**config.mk**
```make
export PLATFORM = sky130hd
export DESIGN_NAME = hslca_div
export DESIGN_NICKNAME = d
export VERILOG_FILES = /design/src/sv/hslca_div.sv
export SDC_FILE = /design/constraint.sdc
export NUM_CORES = 2
export LEC_CHECK = 0
export BUFFER_PORTS_ARGS = -buffer_cell sky130_fd_sc_hd__clkbuf_2
export CAP_MARGIN = 0
export CORE_MARGIN = 2
export CORE_UTILIZATION = 55
export CTS_CLUSTER_DIAMETER = 60
export CTS_CLUSTER_SIZE = 20
export DETAILED_ROUTE_END_ITERATION = 10
export PLACE_DENSITY_LB_ADDON = 0.25
export SYNTH_ARGS = -nofsm -noshare
export SYNTH_HDL_FRONTEND = slang
export SYNTH_SLANG_ARGS = --single-unit
```
**constraint.sdc**
```tcl
create_clock -name clk -period 3 [get_ports clk]
set_clock_uncertainty 0.2 [all_clocks]
set_input_delay 0.15 -clock clk [delete_from_list [all_inputs] [get_ports clk]]
set_output_delay 0.15 -clock clk [all_outputs]
set_load 0.03 [all_outputs]
```
**src/sv/hslca_div.sv**
```systemverilog
// ----------------------------------------------------------------------------
// hslca_div
// Pipelined restoring divider: one quotient bit per register stage.
// The dividend must be below den * 2^QW.
// ----------------------------------------------------------------------------
module hslca_div #(
	parameter int NW = 33,
	parameter int DW = 16,
	parameter int QW = 17
) (
	input  logic          clk,
	input  logic [NW-1:0] num,
	input  logic [DW-1:0] den,
	output logic [QW-1:0] quo
);

	localparam int CW = NW + DW + QW;

	logic [NW-1:0] rem_q [QW];
	logic [DW-1:0] den_q [QW];
	logic [QW-1:0] quo_q [QW];

	for (genvar k = 0; k < QW; k++) begin : g_stage
		logic [NW-1:0] rem_in;
		logic [DW-1:0] den_in;
		logic [QW-1:0] quo_in;
		logic [CW-1:0] trial;
		logic          take;

		if (k == 0) begin : g_first
			assign rem_in = num;
			assign den_in = den;
			assign quo_in = '0;
		end else begin : g_next
			assign rem_in = rem_q[k-1];
			assign den_in = den_q[k-1];
			assign quo_in = quo_q[k-1];
		end

		assign trial = CW'(den_in) << (QW - 1 - k);
		assign take  = CW'(rem_in) >= trial;

		always_ff @(posedge clk) begin
			rem_q[k] <= take ? rem_in - trial[NW-1:0] : rem_in;
			den_q[k] <= den_in;
			quo_q[k] <= {quo_in[QW-2:0], take};
		end
	end

	assign quo = quo_q[QW-1];

endmodule

```
==> results of run 1 <==
-- worst min-delay path, stage by stage --
cell	delay (ns)
dlygate4sd3_1	0.54
clkbuf_2	0.12
inv_1	0.04
mux2i_1	0.05
-- state kept, by name (all words and copies together), names as in the netlist --
signal and cells:
rem_q 528, den_q 256, quo_q 153
-- report_power, final --
part / switching (uW) / leakage [uW] / internal (uW)
Sequential: 2700 / 0.00787 / 15900
Combinational: 10900 / 0.0118 / 10400
Clock: 4290 / 0.000954 / 4280
Total: 17900 / 0.0207 / 30500
-- metal layers --
| layer | part of all wire | global-route usage | wire length [um] | up-vias |
|---|---|---|---|---|
| li1 | - | - | - | 14700 |
| met5 | 0 | 0 | 0 | - |
| met2 | 0.50 | 0.439 | 44600 | 681 |
| met3 | 0.043 | 0.0262 | 3840 | 176 |
| met4 | 0.030 | 0.0805 | 2720 | 0 |
| met1 | 0.43 | 0.308 | 38800 | 13700 |
-- logic make-up after synthesis --
| kind of cell | after synthesis | share of synthesized area |
|---|---|---|
| AOI/OAI and AO/OA | 894 | 0.148 |
| DFF | 937 | 0.489 |
| and+or+nand+nor | 1035 | 0.138 |
| muxes | 53 | 0.0154 |
| adders and majority gates | 288 | 0.0971 |
| buffers and inverters | 421 | 0.0419 |
| xor gates and xnor gates | 309 | 0.0706 |
-- cells in the final DEF, fill, tap and decap left out, types with 66 or more instances in the layout --
| cell type | instances |
|---|---|
| a21o_1 | 94 |
| a21oi_1 | 232 |
| buf_4 | 354 |
| clkbuf_2 | 66 |
| dfxtp_1 | 909 |
| dlygate4sd3_1 | 81 |
| ha_1 | 251 |
| inv_1 | 343 |
| nand2_1 | 282 |
| nor2_1 | 236 |
| o21ai_0 | 239 |
| xnor2_1 | 152 |
| xor2_1 | 155 |
-- final cells by class --
type,count,area [um2]
clock buffers,68,1570
repair buffers,521,4070
clock inverters,27,388
inverters,352,1320
flip-flops and latches,937,18800
fillers,5236,22200
well taps,931,1160
multi-input cells,2579,19300
-- path summary, 6_finish.rpt --
kind / startpoint / to / slack, ns / depth (start not counted)
setup / recovery: den_q[0][66]$_DFF_P_ / rem_q[0][195]$_DFF_P_ / 0.01 / 10
setup reg to reg: den_q[0][66]$_DFF_P_ / rem_q[0][195]$_DFF_P_ / 0.01 / 10
hold / removal: num[22] / rem_q[0][22]$_DFF_P_ / 0.09 / 4
hold reg to reg: quo_q[10][3]$_DFF_P_ / quo_q[11][4]$_DFF_P_ / 0.11 / 0
-- timing repair --
item                                    in CTS  in global routing
endpoints found under the setup margin     106                268
hold endpoints to repair                    50                  0
gates resized for setup                     45                263
setup buffers                               10                 19
hold buffers                                81                  0
cloned                                       0                  2
pin swaps                                   16                 80
-- through the flow --
| step | cells | TNS (ns) |
|---|---|---|
| finish | 5415 | 0 |
| global route | 5415 | -1.15 |
| CTS | 5399 | 0 |
| detailed placement | 5213 | -5.31 |
| global placement | 5213 | -2.55 |
| floorplan | 3937 | 0 |
==> flow_metrics.env, run 1 <==
export IMPL_synth_edff_count=0
export IMPL_start_util=0.557
export IMPL_seq_area_frac_synth=0.489
export IMPL_die_height_um=268
export IMPL_num_vias=29300
export IMPL_cp_required_ns=3.37
export IMPL_maxCapViolCount=0
export IMPL_start_kind="flop"
export IMPL_clk_pin_slew_worst_paths_ns=0.08
export IMPL_max_slew_margin=0.619
export IMPL_n_antenna_cell=0
export IMPL_grt_ovfl_total=0
export IMPL_insertion_delay_ns=0.66
export IMPL_area_growth_pct=21.6
export IMPL_yosys_top_cells_count="937 x dfxtp_1, 351 x inv_1, 284 x nand2_1"
export IMPL_synth_seq_cells=937
export IMPL_fin_ws_ns=0.0108
export IMPL_report_final_hold_viol_count=0
export IMPL_cpLargestDelayFamily="compound AO/OA/AOI/OAI gates"
export IMPL_final_nets=4790
export IMPL_antenna_found_initial=0
export IMPL_vdd_drop_max_v=0.000635
export IMPL_drtIter0Drc=1744
export IMPL_fp_dieArea_mm2=0.0718
export IMPL_path_cells="inv_1 > ha_1 > buf_4 > o21a_1 > o31a_1 > o21ai_0 > o21ai_0 > and3b_1 > nor4_1 > xor2_1"
export IMPL_synth_most_common_cell="dfxtp_1"
export IMPL_grt_usage=0.245
export IMPL_drive_gt1_frac=0.190
export IMPL_placement_io_buffers=66
export IMPL_timing_final_crit_share=0.996
export IMPL_post_place_ws_ns=-0.290
export IMPL_final_core_util=0.677
export IMPL_cp_arrival_ns=3.36
export IMPL_synth_top_area_share=0.489
export IMPL_rsz0062_at_grt="true"
export IMPL_grt_max_degree=32
export IMPL_clkSinkCount=937
export IMPL_critPathBufInv=2
export IMPL_endpoint_kind="flop"
export IMPL_dpl_hpwl_um=67600
export IMPL_routed_via_density=5.40
export IMPL_remaining_drc_errors=0
export IMPL_worst_pin_slew_ns=0.566
export IMPL_grt_pass1_wl_um=143000
export IMPL_cts_root_buf="clkbuf_16"
export IMPL_fmaxAchievable_mhz=335
export IMPL_rows=96
export IMPL_synth_ff_type="dfxtp_1"
export IMPL_synth_net_count=4275
export IMPL_drv_slew=0
export IMPL_syn_area_mm2=0.0383
export IMPL_die_x_um=268
export IMPL_place_area_mm2=0.0422
export IMPL_dr_pass1_iters=5
export IMPL_cts_buffers=61
export IMPL_gp_congestion=0.909
export IMPL_crit_fanout=4
export IMPL_drt_total_wl_um=89900
export IMPL_hold_worst_slack_ns=0.0897
export IMPL_cts_tree="built"
export IMPL_hold_class="input port to flop"
export IMPL_critPathMaxStageDelay_ns=0.46
export IMPL_synthTopCellsByArea="dfxtp_1 49%, ha_1 8.9%, xor2_1 3.5%, xnor2_1 3.5%, o21ai_0 3.5%"
export IMPL_syn_avg_cell_area_um2=9.74
export IMPL_crit_type="flop to flop"
export IMPL_ys_warn_count=0
export IMPL_setup_violations=0
export IMPL_antenna_left=0
export IMPL_coreArea_mm2=0.0688
export IMPL_path_common_cell="o21ai_0"
export IMPL_clock_path_buffers=3
export IMPL_power_leakage_uw=0.0207
export IMPL_first_global_vias=28600
export IMPL_synthCells=3937
export IMPL_synth_area_leader_cell="dfxtp_1"
export IMPL_power_density_mw_per_mm2=1040
export IMPL_h_tree_depth=2
export IMPL_ys_types=91
export IMPL_final_area_mm2=0.0466
export IMPL_status="completed"
export IMPL_ios=67
export IMPL_routedWlPerCell_um=16.6
export IMPL_finalPower_uw=48400
export IMPL_crit_slowest_cell="o21ai_0"
export IMPL_async_flop_share=0
export IMPL_post_route_min_period_ns=2.99
No activity file was read; power rests on OpenSTA's default activity.
==> inputs of run 2 (changes only) <==
Settings changed: CORE_UTILIZATION 55 to 30.
==> run 2 against run 1 <==
Against the previous run:
- worst hold slack lost 0.017 ns
- non-clock buffer count grew 57
- largest power group unchanged
- highest routed layer is now met5
- combinational power grew 2%
- the flow now finishes with violations (setup timing)
==> flow_metrics.env, run 2 (synthesized netlist as in run 1, its figures left out) <==
export IMPL_crit_fanout=4
export IMPL_remaining_drc_errors=0
export IMPL_endpoint_kind="flop"
export IMPL_top_register="rem_q"
export IMPL_fmaxAchievable_mhz=328
export IMPL_p_int_uw=32900
export IMPL_p_clk_frac=0.227
export IMPL_final_common_cell="dfxtp_1"
export IMPL_cp_required_ns=3.37
export IMPL_crit_type="flop to flop"
export IMPL_largest_registers="rem_q (528), den_q (256), quo_q (153)"
export IMPL_hold_path_depth=4
export IMPL_hold_class="input port to flop"
export IMPL_grt_max_degree=31
export IMPL_status="finished with violations"
export IMPL_fin_setup_tns_ns=-0.0506
export IMPL_layout_common_cells="898 x dfxtp_1, 400 x buf_4, 336 x inv_1, 284 x nand2_1, 247 x o21ai_0"
export IMPL_clock_path_buffers=3
export IMPL_cts_root_buf="clkbuf_16"
export IMPL_cts_tree="built"
export IMPL_coreArea_mm2=0.127
export IMPL_nFillCells=12600
export IMPL_insertion_delay_ns=0.70
export IMPL_routedWlPerCell_um=15.4
export IMPL_r2r_cells=10
export IMPL_antenna_found_initial=3
export IMPL_fin_ws_ns=-0.0506
export IMPL_setup_violations=1
export IMPL_critPathMaxStageDelay_ns=0.46
export IMPL_area_growth_pct=29.1
export IMPL_gp_congestion=0.851
export IMPL_report_final_hold_viol_count=0
export IMPL_grt_usage=0.144
export IMPL_p_comb_frac=0.416
export IMPL_largest_reg_flops=528
export IMPL_worst_pin_slew_ns=0.566
export IMPL_antenna_left=0
export IMPL_die_x_um=362
export IMPL_dr_pass1_iters=7
export IMPL_swShare=0.368
export IMPL_violations="setup timing"
export IMPL_crit_slowest_cell="or4b_4"
export IMPL_post_place_ws_ns=-0.343
export IMPL_power_density_mw_per_mm2=1050
export IMPL_maxCapViolCount=0
export IMPL_met1_usage=0.183
export IMPL_clkSinkCount=937
export IMPL_h_tree_depth=3
export IMPL_n_antenna_cell=0
export IMPL_top_usage_layer="met2"
export IMPL_ios=67
export IMPL_rsz0062_at_grt="true"
export IMPL_start_util=0.301
export IMPL_die_height_um=362
export IMPL_p_seq_frac=0.357
export IMPL_post_route_min_period_ns=3.05
export IMPL_final_nets=4874
export IMPL_grt_pass1_wl_um=152000
export IMPL_cp_arrival_ns=3.42
export IMPL_max_slew_margin=0.620
export IMPL_finalPower_uw=52100
export IMPL_num_vias=28900
export IMPL_power_leakage_uw=0.0215
export IMPL_clk_pin_slew_worst_paths_ns=0.08
export IMPL_drt_total_wl_um=96200
export IMPL_drv_slew=0
export IMPL_drtIter0Drc=1453
export IMPL_grt_ovfl_total=0
export IMPL_timing_final_crit_share=1.02
export IMPL_p_sw_uw=19200
export IMPL_use_met2=0.245
export IMPL_rows=131
export IMPL_hold_worst_slack_ns=0.0725
export IMPL_cts_buffers=88
export IMPL_routed_via_density=4.61
export IMPL_placement_io_buffers=66
export IMPL_fp_dieArea_mm2=0.131
export IMPL_dpl_hpwl_um=73900
export IMPL_start_kind="flop"
export IMPL_use_met3=0.0234
export IMPL_path_cells="inv_2 > ha_4 > or4b_4 > nor4_4 > nand4_1 > o211ai_1 > a2111oi_4 > o21bai_4 > or4_4 > xnor2_1"
export IMPL_first_global_vias=28700
export IMPL_drive_gt1_frac=0.218
export IMPL_vdd_drop_max_v=0.000462
-- run 2: cell count changes in the layout (fill, tap and decap cells not counted), moves of 8 or more --
cell / before / now
buf_4: 354 / 400
clkbuf_16: 62 / 90
inv_6: 4 / 17
dfxtp_1: 909 / 898
dfxtp_2: 26 / 36
dlygate4sd3_1: 81 / 90
ha_1: 251 / 243
o21ai_0: 239 / 247
-- run 2: layout make-up --
type,count,area [um2],share of cell area
Timing Repair Buffer,578,4550,0.0920
Multi-Input combinational cell,2579,19600,0.396
Tap cell,1662,2080,0.0420
Inverter,352,1320,0.0267
Clock inverter,63,835,0.0169
Sequential cell,937,18800,0.380
Clock buffer,98,2290,0.0463
-- run 2: power by group through the flow --
stage	registers [uW]	clock network (uW)	logic (uW)
floorplan	17600	0	13900
global placement	18800	0	19800
detailed placement	18800	0	19900
CTS	18600	12200	20400
global route	18900	12700	24300
finish	18600	11800	21700
-- run 2: worst paths after layout --
check | from | to | slack (ns)
hold reg to reg | den_q[0][100]$_DFF_P_ | den_q[0][116]$_DFF_P_ | 0.11
setup reg to reg | den_q[0][65]$_DFF_P_ | rem_q[0][196]$_DFF_P_ | -0.05
hold / removal | num[17] | rem_q[0][17]$_DFF_P_ | 0.07
setup / recovery | den_q[0][65]$_DFF_P_ | rem_q[0][196]$_DFF_P_ | -0.05
-- run 2: worst max-delay path, delay by kind of cell, from the launching register on --
| family | cells | cell delay, ns |
|---|---|---|
| AO/OA/AOI/OAI | 3 | 0.62 |
| XOR/XNOR | 1 | 0.14 |
| adder cells (fa/ha/maj) | 1 | 0.24 |
| buffers and inverters | 1 | 0.04 |
| flip-flops | 1 | 0.33 |
| AND/OR/NAND/NOR | 4 | 1.34 |
-- run 2: stage by stage --
stage          utilization  instance area, um2  cells
3_3_place_gp         0.342               43400   5980
4_1_cts              0.376               47800   6235
5_1_grt              0.389               49500   6269
3_5_place_dp         0.342               43400   5980
2_1_floorplan            -               38300   3937
6_report             0.389               49500   6269
-- run 2: what timing repair did --
item                                    4_1_cts  5_1_grt
hold endpoints to repair                     50        0
resized for setup                            71      290
hold buffers                                 90        0
endpoints found under the setup margin      140      267
buffers inserted                              4       31
cloned                                        0        4
pin swaps                                    24       97
-- run 2: metal layers --
metal,wire length (um),share of wire,up-vias
met5,13,0.00014,-
met1,44100,0.46,13400
met2,46000,0.48,461
met4,2460,0.026,2
met3,3670,0.038,150
li1,-,-,14900
==> inputs of run 3 (changes only) <==
Settings changed: SETUP_SLACK_MARGIN set to 0.05, SLEW_MARGIN set to 20.
==> run 3 against run 2 <==
Against the previous run:
- the flow now finishes without violations
- largest cell class unchanged
- combinational power up 5%
- clock-buffer cell count is 5 higher
- setup slack better by 0.094 ns
- critical path depth rose by 1
- clock power is 7% higher
- die area is the same
- critical endpoint is now rem_q[0][180]$_DFF_P_
- worst hold slack better by 0.0025 ns
- utilization up 1.3 points
==> flow_metrics.env, run 3 (synthesized netlist as in run 1, its figures left out) <==
export IMPL_grt_pass1_wl_um=152000
export IMPL_placement_io_buffers=66
export IMPL_largest_reg_flops=528
export IMPL_endpoint_kind="flop"
export IMPL_fp_dieArea_mm2=0.131
export IMPL_use_met3=0.0246
export IMPL_top_usage_layer="met2"
export IMPL_finalPower_uw=54000
export IMPL_final_nets=4954
export IMPL_nFillCells=12500
export IMPL_fmaxAchievable_mhz=338
export IMPL_setup_violations=0
export IMPL_rsz0062_at_grt="true"
export IMPL_critPathMaxStageDelay_ns=0.45
export IMPL_regArea_mm2=0.0188
export IMPL_antenna_left=0
export IMPL_met1_usage=0.183
export IMPL_first_global_vias=28700
export IMPL_antenna_found_initial=3
export IMPL_rows=131
export IMPL_drive_gt1_frac=0.253
export IMPL_report_final_hold_viol_count=0
export IMPL_startpoint="rem_q[0][143]$_DFF_P_"
export IMPL_min_from="num[28]"
export IMPL_start_util=0.301
export IMPL_r2r_start="rem_q[0][143]$_DFF_P_"
export IMPL_dr_pass1_iters=5
export IMPL_power_density_mw_per_mm2=1060
export IMPL_insertion_delay_ns=0.72
export IMPL_h_tree_depth=3
export IMPL_largest_registers="rem_q (528), den_q (256), quo_q (153)"
export IMPL_maxCapViolCount=0
export IMPL_drtIter0Drc=1377
export IMPL_routedWlPerCell_um=15.4
export IMPL_hold_path_depth=3
export IMPL_gp_congestion=0.849
export IMPL_drv_slew=0
export IMPL_area_growth_pct=33.5
export IMPL_hold_class="input port to flop"
export IMPL_vdd_drop_max_v=0.000515
export IMPL_clock_path_buffers=3
export IMPL_power_leakage_uw=0.0223
export IMPL_cts_tree="built"
export IMPL_coreArea_mm2=0.127
export IMPL_cp_required_ns=3.37
export IMPL_layout_common_cells="883 x dfxtp_1, 451 x buf_4, 329 x inv_1, 277 x nand2_1, 230 x nor2_1"
export IMPL_drt_total_wl_um=98100
export IMPL_ios=67
export IMPL_holdPathEnd="rem_q[0][28]$_DFF_P_"
export IMPL_cpLargestDelayFamily="compound AO/OA/AOI/OAI gates"
export IMPL_dpl_hpwl_um=74800
export IMPL_num_vias=29400
export IMPL_grt_ovfl_total=0
export IMPL_status="completed"
export IMPL_clk_pin_slew_worst_paths_ns=0.07
export IMPL_post_place_ws_ns=-0.321
export IMPL_rrSetupSlack_ns=0.04
export IMPL_grt_usage=0.145
export IMPL_r2r_cells=11
export IMPL_critPathBufInv=3
export IMPL_routed_via_density=4.63
export IMPL_start_kind="flop"
export IMPL_timing_rr_end="rem_q[0][180]$_DFF_P_"
export IMPL_top_register="rem_q"
export IMPL_grt_max_degree=31
export IMPL_worst_pin_slew_ns=0.490
export IMPL_crit_slowest_cell="a2111oi_4"
export IMPL_hold_worst_slack_ns=0.0750
export IMPL_remaining_drc_errors=0
export IMPL_cp_arrival_ns=3.32
export IMPL_max_slew_margin=0.670
export IMPL_die_height_um=362
export IMPL_cts_root_buf="clkbuf_16"
export IMPL_use_met2=0.250
export IMPL_final_common_cell="dfxtp_1"
export IMPL_crit_type="flop to flop"
export IMPL_cts_buffers=94
export IMPL_n_antenna_cell=0
export IMPL_post_route_min_period_ns=2.96
export IMPL_timing_final_crit_share=0.986
export IMPL_multiInputGateArea_mm2=0.0202
export IMPL_fin_ws_ns=0.0430
export IMPL_die_x_um=362
export IMPL_path_cells="inv_2 > ha_4 > fa_2 > nor2b_2 > o31a_1 > o41ai_2 > o211ai_1 > a2111oi_4 > buf_6 > buf_12 > mux2_4"
export IMPL_crit_fanout=7
export IMPL_clkSinkCount=937
[run 3: report_power, final]
part / leakage [uW] / internal [uW] / total [uW] / switching, uW
registers: 0.00787 / 15900 / 18600 / 2710
clock network: 0.00166 / 6780 / 12600 / 5820
logic: 0.0128 / 11400 / 22800 / 11400
[run 3: layer usage]
layer  vias up  wire length, um
met4         2             2750
li1      15100                -
met1     13700            44300
met3       170             3670
met2       493            47400
met5         -               13
[run 3: worst max path at each step]
stage,endpoint,slack [ns],cells after the start
floorplan,rem_q[0][250]$_DFF_P_,0.06,12
detailed placement,rem_q[0][96]$_DFF_P_,-0.32,11
global route,rem_q[0][197]$_DFF_P_,-0.08,12
CTS,rem_q[0][197]$_DFF_P_,0.005,12
finish,rem_q[0][180]$_DFF_P_,0.04,11
global placement,rem_q[0][96]$_DFF_P_,-0.34,11
[run 3: stage by stage]
stage	util	std cells	TNS, ns	instance area (um2)
4_1_cts	0.384	6305	0	48800
3_5_place_dp	0.345	6024	-15.50	43800
2_1_floorplan	-	3937	0	38400
5_1_grt	0.402	6356	-0.458	51200
3_3_place_gp	0.345	6024	-13.50	43800
6_report	0.402	6356	0	51200
[run 3: tightest hold or removal path, cell delays in order]
cell	delay, ns
dlygate4sd3_1	0.53
clkbuf_2	0.12
mux2_2	0.14
[run 3: cell type report]
type	instances	share of cell area
clock buffers	103	0.0478
clock inverters	71	0.0193
multi-input cells	2579	0.395
flip-flops and latches	937	0.368
inverters	352	0.0259
well taps	1662	0.0406
repair buffers	652	0.104
[run 3: timing repair]
item	CTS	global route
pin swaps	37	157
setup endpoints to repair	249	282
buffers inserted	18	48
endpoints found under the hold margin	50	0
gates resized for setup	110	419
gates cloned	0	6
hold buffers	90	0
